## config.mk

```make
export PLATFORM = sky130hd
export DESIGN_NAME = reset_rate_avs_escape_monitor
export DESIGN_NICKNAME = d
export VERILOG_FILES = /design/src/rtl/core/rraem_pkg.sv /design/src/rtl/core/rraem_cfg.sv /design/src/rtl/core/rraem_ring.sv /design/src/rtl/core/reset_rate_avs_escape_monitor.sv
export SDC_FILE = /design/constraint.sdc
export NUM_CORES = 1
export LEC_CHECK = 0
export BUFFER_PORTS_ARGS = -buffer_cell sky130_fd_sc_hd__buf_2
export CAP_MARGIN = 20
export CORE_MARGIN = 5
export CORE_UTILIZATION = 33
export CTS_CLUSTER_DIAMETER = 50
export DETAILED_ROUTE_END_ITERATION = 8
export PLACE_DENSITY = 0.5
export RECOVER_POWER = 50
export SYNTH_ARGS = -nofsm -noshare
export SYNTH_HDL_FRONTEND = slang
export SYNTH_SLANG_ARGS = --single-unit
export TNS_END_PERCENT = 1
```

## constraint.sdc

```tcl
create_clock -name i_clk -period 12 [get_ports i_clk]
set_input_delay 2.4 -clock i_clk [delete_from_list [all_inputs] [get_ports i_clk]]
set_output_delay 2.4 -clock i_clk [all_outputs]
set_load 0.02 [all_outputs]
```

## src/rtl/core/rraem_pkg.sv

```systemverilog
package rraem_pkg;

    // Module ids that the monitor watches.
    localparam logic [31:0] WATCHED_ID_A = 32'h0000_1000;
    localparam logic [31:0] WATCHED_ID_B = 32'hC000_0200;

    localparam int unsigned CFG_IDX_W  = 3;
    localparam int unsigned CFG_DATA_W = 32;
    localparam int unsigned BACK_W     = 5;
    localparam int unsigned TIME_W     = 32;

    typedef enum logic [CFG_IDX_W-1:0] {
        CFG_ENABLE     = 3'd0,
        CFG_OFF_WINDOW = 3'd1,
        CFG_OFF_BACK   = 3'd2,
        CFG_ON_WINDOW  = 3'd3,
        CFG_ON_BACK    = 3'd4
    } t_cfg_idx;

    typedef struct packed {
        logic                enable;
        logic [TIME_W-1:0]   off_window;
        logic [BACK_W-1:0]   off_back;
        logic [TIME_W-1:0]   on_window;
        logic [BACK_W-1:0]   on_back;
    } t_cfg;

endpackage

```

## src/rtl/core/rraem_cfg.sv

```systemverilog
module rraem_cfg (
    input  logic                               i_clk,
    input  logic                               i_rst_n,
    input  logic                               i_cfg_we,
    input  logic [rraem_pkg::CFG_IDX_W-1:0]    i_cfg_index,
    input  logic [rraem_pkg::CFG_DATA_W-1:0]   i_cfg_data,
    output rraem_pkg::t_cfg                    o_cfg
);
    import rraem_pkg::*;

    t_cfg r_cfg;

    always_ff @(posedge i_clk) begin
        if (!i_rst_n) begin
            r_cfg <= '0;
        end else if (i_cfg_we) begin
            unique case (t_cfg_idx'(i_cfg_index))
                CFG_ENABLE:     r_cfg.enable     <= i_cfg_data[0];
                CFG_OFF_WINDOW: r_cfg.off_window <= i_cfg_data[TIME_W-1:0];
                CFG_OFF_BACK:   r_cfg.off_back   <= i_cfg_data[BACK_W-1:0];
                CFG_ON_WINDOW:  r_cfg.on_window  <= i_cfg_data[TIME_W-1:0];
                CFG_ON_BACK:    r_cfg.on_back    <= i_cfg_data[BACK_W-1:0];
                default: ;
            endcase
        end
    end

    assign o_cfg = r_cfg;

endmodule

```

## src/rtl/core/rraem_ring.sv

```systemverilog
module rraem_ring #(
    parameter int unsigned RING_ENTRIES = 20
) (
    input  logic                               i_clk,
    input  logic                               i_rst_n,
    input  logic                               i_rd_en,
    input  logic [$clog2(RING_ENTRIES)-1:0]    i_rd_addr,
    output logic [rraem_pkg::TIME_W-1:0]       o_rd_data,
    output logic                               o_rd_valid,
    input  logic                               i_wr_en,
    input  logic [$clog2(RING_ENTRIES)-1:0]    i_wr_addr,
    input  logic [rraem_pkg::TIME_W-1:0]       i_wr_data,
    input  logic                               i_clear
);
    import rraem_pkg::*;

    logic [TIME_W-1:0]       r_mem [RING_ENTRIES];
    logic [RING_ENTRIES-1:0] r_valid;
    logic [TIME_W-1:0]       r_q;
    logic                    r_q_valid;

    // Storage array; entries without a valid bit read as empty.
    always_ff @(posedge i_clk) begin
        if (i_wr_en) begin
            r_mem[i_wr_addr] <= i_wr_data;
        end
    end

    always_ff @(posedge i_clk) begin
        if (!i_rst_n) begin
            r_valid <= '0;
        end else if (i_clear) begin
            r_valid <= '0;
        end else if (i_wr_en) begin
            r_valid[i_wr_addr] <= 1'b1;
        end
    end

    // Registered read; a write or clear in the same cycle is forwarded.
    always_ff @(posedge i_clk) begin
        if (!i_rst_n) begin
            r_q_valid <= 1'b0;
        end else if (i_rd_en) begin
            if (i_clear) begin
                r_q_valid <= 1'b0;
            end else if (i_wr_en && (i_wr_addr == i_rd_addr)) begin
                r_q_valid <= 1'b1;
            end else begin
                r_q_valid <= r_valid[i_rd_addr];
            end
        end
    end

    always_ff @(posedge i_clk) begin
        if (i_rd_en) begin
            if (i_wr_en && (i_wr_addr == i_rd_addr)) begin
                r_q <= i_wr_data;
            end else begin
                r_q <= r_mem[i_rd_addr];
            end
        end
    end

    assign o_rd_data  = r_q;
    assign o_rd_valid = r_q_valid;

endmodule

```

## src/rtl/core/reset_rate_avs_escape_monitor.sv

```systemverilog
// An accepted transaction has its ring entry read in stage 1; its decision then
// goes into the output register. Throughput: one transaction per cycle while the
// output is not stalled; the ring read of an event overlaps the decision of the
// event ahead of it, whose ring write is forwarded into the read. A stalled
// output holds two transactions in flight before tready drops. Reset
// (synchronous, active low) empties the ring through per-entry valid bits, zeroes
// the write index, clears the AVS-disabled flag and all configuration registers.
module reset_rate_avs_escape_monitor #(
    parameter int unsigned RING_ENTRIES = 20
) (
    input  logic                               i_clk,
    input  logic                               i_rst_n,
    // Configuration write port.
    input  logic                               i_cfg_we,
    input  logic [rraem_pkg::CFG_IDX_W-1:0]    i_cfg_index,
    input  logic [rraem_pkg::CFG_DATA_W-1:0]   i_cfg_data,
    // Event stream in.
    input  logic                               i_s_axis_tvalid,
    output logic                               o_s_axis_tready,
    // tdata: [31:0] module_id, [63:32] now_seconds
    input  logic [63:0]                        i_s_axis_tdata,
    // tuser: [0] from_modem_core
    input  logic                               i_s_axis_tuser,
    // Result stream out.
    output logic                               o_m_axis_tvalid,
    input  logic                               i_m_axis_tready,
    // tdata: [0] avs_disabled, [1] toggled, [2] counted, [7:3] zero
    output logic [7:0]                         o_m_axis_tdata
);
    import rraem_pkg::*;

    localparam int unsigned AW = (RING_ENTRIES > 1) ? $clog2(RING_ENTRIES) : 1;
    localparam int unsigned BACK_CODES = 2 ** BACK_W;

    t_cfg cfg;

    rraem_cfg u_cfg (
        .i_clk       (i_clk),
        .i_rst_n     (i_rst_n),
        .i_cfg_we    (i_cfg_we),
        .i_cfg_index (i_cfg_index),
        .i_cfg_data  (i_cfg_data),
        .o_cfg       (cfg)
    );

    // Committed state that lives in flops: write index and the AVS flag.
    logic [AW-1:0]     r_wi;
    logic              r_flag;

    // Stage 1: the transaction whose ring entry is being read.
    logic              r_s1_valid;
    logic              r_s1_counted;
    logic [TIME_W-1:0] r_s1_now;

    // Output register.
    logic              r_out_valid;
    logic              r_out_avs;
    logic              r_out_tog;
    logic              r_out_cnt;

    logic              s_in_fire;
    logic              s1_adv;
    logic              in_counted;
    logic [31:0]       in_id;
    logic [TIME_W-1:0] in_now;

    // Lookback reduced modulo the ring size; built at elaboration.
    logic [AW-1:0]     back_mod_tbl [BACK_CODES];
    logic [BACK_W-1:0] back_sel;
    logic [AW-1:0]     back_mod;
    logic [AW-1:0]     wi_inc;
    logic [AW-1:0]     base_wi;
    logic [AW:0]       addr_sum;
    logic [AW-1:0]     rd_addr;

    logic [TIME_W-1:0] prev;
    logic              prev_valid;
    logic [TIME_W-1:0] window;
    logic [TIME_W-1:0] delta;
    logic              hit;
    logic              do_toggle;
    logic              do_write;

    genvar g;
    generate
        for (g = 0; g < BACK_CODES; g++) begin : g_back_mod
            assign back_mod_tbl[g] = AW'(g % RING_ENTRIES);
        end
    endgenerate

    assign in_id  = i_s_axis_tdata[31:0];
    assign in_now = i_s_axis_tdata[63:32];

    // Stage 1 moves on whenever the output register is free or being drained;
    // a new event enters exactly when stage 1 is empty or moving on.
    assign s1_adv          = !r_out_valid || i_m_axis_tready;
    assign o_s_axis_tready = !r_s1_valid || s1_adv;
    assign s_in_fire       = i_s_axis_tvalid && o_s_axis_tready;

    assign in_counted = cfg.enable && i_s_axis_tuser &&
                        ((in_id == WATCHED_ID_A) || (in_id == WATCHED_ID_B));

    // The look-back address is formed from the write index as it will be
    // once the event in stage 1 commits. If that event toggles, the ring is
    // cleared in the same cycle and the forwarded clear voids this read, so
    // the current flag is good enough for choosing the lookback.
    assign wi_inc   = (r_wi == AW'(RING_ENTRIES - 1)) ? '0 : r_wi + AW'(1);
    assign base_wi  = (r_s1_valid && r_s1_counted) ? wi_inc : r_wi;
    assign back_sel = r_flag ? cfg.on_back : cfg.off_back;
    assign back_mod = back_mod_tbl[back_sel];
    assign addr_sum = {1'b0, base_wi} + (AW+1)'(RING_ENTRIES) - {1'b0, back_mod};
    assign rd_addr  = (addr_sum >= (AW+1)'(RING_ENTRIES))
                    ? AW'(addr_sum - (AW+1)'(RING_ENTRIES)) : addr_sum[AW-1:0];

    // Decision for the event in stage 1. An entry that was never written
    // since the last clear reads as empty, which never matches.
    assign window    = r_flag ? cfg.on_window : cfg.off_window;
    assign delta     = r_s1_now - prev;
    assign hit       = prev_valid && (prev != '0) && (r_s1_now > prev) && (delta <= window);
    assign do_toggle = r_s1_valid && s1_adv && r_s1_counted && hit;
    assign do_write  = r_s1_valid && s1_adv && r_s1_counted && !hit;

    rraem_ring #(
        .RING_ENTRIES (RING_ENTRIES)
    ) u_ring (
        .i_clk      (i_clk),
        .i_rst_n    (i_rst_n),
        .i_rd_en    (s_in_fire),
        .i_rd_addr  (rd_addr),
        .o_rd_data  (prev),
        .o_rd_valid (prev_valid),
        .i_wr_en    (do_write),
        .i_wr_addr  (r_wi),
        .i_wr_data  (r_s1_now),
        .i_clear    (do_toggle)
    );

    always_ff @(posedge i_clk) begin
        if (!i_rst_n) begin
            r_wi   <= '0;
            r_flag <= 1'b0;
        end else if (do_toggle) begin
            r_wi   <= '0;
            r_flag <= !r_flag;
        end else if (do_write) begin
            r_wi   <= wi_inc;
        end
    end

    always_ff @(posedge i_clk) begin
        if (!i_rst_n) begin
            r_s1_valid <= 1'b0;
        end else if (o_s_axis_tready) begin
            r_s1_valid <= i_s_axis_tvalid;
        end
    end

    always_ff @(posedge i_clk) begin
        if (s_in_fire) begin
            r_s1_counted <= in_counted;
            r_s1_now     <= in_now;
        end
    end

    always_ff @(posedge i_clk) begin
        if (!i_rst_n) begin
            r_out_valid <= 1'b0;
        end else if (s1_adv) begin
            r_out_valid <= r_s1_valid;
        end
    end

    // The reported flag is the value after this event.
    always_ff @(posedge i_clk) begin
        if (r_s1_valid && s1_adv) begin
            r_out_avs <= r_flag ^ (r_s1_counted && hit);
            r_out_tog <= r_s1_counted && hit;
            r_out_cnt <= r_s1_counted;
        end
    end

    assign o_m_axis_tvalid = r_out_valid;
    assign o_m_axis_tdata  = {5'b0, r_out_cnt, r_out_tog, r_out_avs};

endmodule

```

==> flow_summary.yaml <==
global_route:
  antenna_found_initial: 7
  overflow: 0
  grt_max_degree: 92
  grt_pass1_vias: 22600
  grt_pass1_wl_microns: 157000
  grt.total_usage_pct: 18.2
synth:
  ys_top_cells_by_count: "708 x edfxtp_1, 220 x nand2_1, 215 x mux2i_1, 126 x mux4_2, 123 x nor2_1"
  async_reset_ff_share_pct: 0
  ys_ff_latch: 812
  synth_edf_count: 708
  yosysSeqAreaShare_pct: 63.6
  yosysWarnings: 0
  synth.area.top_cells: "edfxtp_1 58%, mux4_2 7.7%, mux2i_1 5.9%, dfxtp_1 5.7%, ha_1 2.7%"
  synth.top_cell.area_share_pct: 57.9
  synth_top_cell_by_area: "edfxtp_1"
  syn_area_sq_um: 36700
  synth_flop_cell: "edfxtp_1"
  avgSynthCellArea_sq_um: 14.6
  synth_most_common_cell: "edfxtp_1"
  synthCells: 2513
  synth_cell_types: 82
worst_setup_path:
  crit_start: "r_s1_now[0]$_DFFE_PP_"
  r2r_slack_ps: 3820
  worstRegToRegCells: 21
  r2r_end: "u_ring.r_mem[17][31]$_DFFE_PP_"
  crit_type: "flip-flop to flip-flop"
  arrival_ps: 8520
  path_max_fanout: 50
  reg2reg_from: "r_s1_now[0]$_DFFE_PP_"
  end_kind: "flip-flop"
  start_kind: "flip-flop"
  critPathRequiredTime_ps: 12330
power_and_ir_drop:
  power_leakage_nw: 14.9
  cellPowerDensity_nw_per_um2: 173
  finalPower_mw: 7.38
  peakVddDrop_mv: 0.127
detailed_routing:
  wire_per_inst_microns: 25.8
  drt_drc_violations_left: 0
  vias: 22900
  first_pass_iters: 6
  drt_iter0_drc: 2344
  avgViaCountPerCell: 5.42
  antenna_left: 0
  drt-total-wl_microns: 109000
status:
  status: "finished with violations"
  violations: "max-capacitance violations, max-slew violations"
clock_network:
  cts_tree: "done"
  hold_buffers: 0
  cts_buffers: 102
  cts_root_buf: "clkbuf_16"
  cts_setup_buffers: 0
  clock_path_buffers: 3
  clk_pin_slew_ps: 60
  cts_resized: 0
  clock-sinks: 812
  cts-htree-levels: 3
  worstSkewPairLatency_ps: 690
min_path:
  hold_path_end: "u_ring.r_valid[19]$_SDFFE_PP0N_"
  hp-class: "flip-flop to flip-flop"
  worstHoldPathCells: 2
  hp-start: "u_ring.r_valid[19]$_SDFFE_PP0N_"
placement:
  portBuffers: 109
  dp_hpwl_microns: 70500
  place.gp.congestion: 0.878
  dp_worst_setup_slack_ps: 4570
floorplanning:
  num_rows: 122
  die_h_microns: 344
  core_sq_um: 111000
  dieArea_sq_um: 118000
  ios: 115
  die_w_microns: 344
  start_util_pct: 33.2
cells_and_area:
  fin_nets: 2842
  n_fill_cell: 10400
  area_delta_synth_final_pct: 16.2
  layout-drive-gt1-share_pct: 20.3
sta:
  fin_skew_ps: 64.2
  slew_viol_final: 498
  setup_viol: 0
  rsz0062_at_grt: "false"
  tightest_slew_ps: 2850
  final_hold_viol_count: 0
  fin_setup_tns_ps: 0
  timing.final.ws_setup_ps: 3820
  period_needed_ps: 8180
  fmax_ghz: 0.122
  period_share_pct: 68.2
  relSlewSlack_pct: -90.0
flow_run:
  drv_cap: 19
[worst max path at each step]
stage / end / cells after the start
2_1_floorplan: u_ring.r_mem[8][0]$_DFFE_PP_ / 19
3_3_place_gp: u_ring.r_mem[1][27]$_DFFE_PP_ / 18
3_5_place_dp: u_ring.o_rd_data[15]$_DFFE_PP_ / 20
4_1_cts: u_ring.r_mem[17][31]$_DFFE_PP_ / 19
5_1_grt: u_ring.r_mem[17][31]$_DFFE_PP_ / 21
6_report: u_ring.r_mem[17][31]$_DFFE_PP_ / 21
[kinds of logic (layout without fill, tap and decap cells)]
group | count (synthesis) | count (layout) | synth area share, %
XOR/XNOR | 35 | 35 | 0.893
multiplexers | 363 | 363 | 14.3
AND/OR/NAND/NOR | 579 | 579 | 7.29
adder cells (fa/ha/maj) | 81 | 81 | 2.80
flip-flops | 812 | 812 | 63.6
buffers and inverters | 207 | 430 | 2.38
other | 1 | 7 | 0.0102
AO/OA/AOI/OAI | 435 | 435 | 8.76
[worst max-delay path: stages, from the launching register on]
cell and delay (ps):
edfxtp_1 340, clkbuf_1 1050, inv_1 280, ha_1 330, fa_1 400, nand2b_1 180, a211oi_1 440, o31a_1 220
o21ai_0 110, a21oi_1 230, o21ai_0 170, o311ai_0 710, ha_1 300, nand4_1 170, a2111oi_0 360, or4b_1 230
a211oi_2 180, a21oi_4 180, buf_4 480, nand2_1 410, nor2_4 570, buf_4 420
[area by class of cell]
class	instances	area [sq um]	share of cell area, %
sequential	812	23300	54.7
tap	1488	1860	4.37
clock inverter	73	802	1.88
inverter	57	214	0.502
multi-input combinational	1498	12700	29.9
clock buffer	115	2650	6.22
timing repair buffer	185	1030	2.43
antenna	2	5.00	0.0117
[metrics by stage]
stage / hold slack (ps) / instances / utilization [%] / cell area [sq um]
2_1_floorplan: 432 / 2517 / - / 36700
3_3_place_gp: 443 / 4037 / 35.5 / 39300
3_5_place_dp: 454 / 4038 / 35.5 / 39300
4_1_cts: 465 / 4226 / 38.7 / 42700
5_1_grt: 487 / 4228 / 38.6 / 42600
6_report: 465 / 4230 / 38.6 / 42600
[registers in the layout, indices dropped and copies added (netlist names)]
signal,cells
r_flag,1
r_out_cnt,1
r_s1_valid,1
r_s1_counted,1
r_wi,5
u_ring.o_rd_data,32
u_ring.r_valid,20
o_m_axis_tvalid,1
r_out_avs,1
u_cfg.o_cfg,75
u_ring.o_rd_valid,1
u_ring.r_mem,640
r_out_tog,1
r_s1_now,32
[power breakdown]
group          switching [mW]  internal, mW
combinational           0.709         0.427
sequential             0.0383          3.13
clock                    1.24          1.85
total                    1.98          5.40
[layout by cell type, fill, tap and decap left out, types with 25 or more instances in the layout]
| cell type | instances |
|---|---|
| o22ai_1 | 111 |
| a21boi_0 | 64 |
| a21o_1 | 25 |
| a21oi_1 | 57 |
| buf_4 | 40 |
| mux2i_1 | 214 |
| buf_2 | 100 |
| nor3_1 | 58 |
| edfxtp_1 | 708 |
| nor2b_1 | 25 |
| dfxtp_1 | 103 |
| nor2_1 | 107 |
| clkbuf_16 | 104 |
| nand3_1 | 52 |
| inv_1 | 56 |
| mux4_2 | 126 |
| ha_1 | 76 |
| clkbuf_1 | 51 |
| o21ai_0 | 26 |
| o221a_2 | 32 |
| nand2_1 | 220 |
[routing by layer]
layer	vias up	share of wire, %	wire [microns]	global-route usage, %
met5	-	0	0	0
met2	877	45	49400	28.4
li1	10200	-	-	-
met3	169	7.3	7910	3.08
met1	11700	45	48500	26.3
met4	0	2.9	3180	4.90
Note: power is estimated with default switching activity, not from simulation.
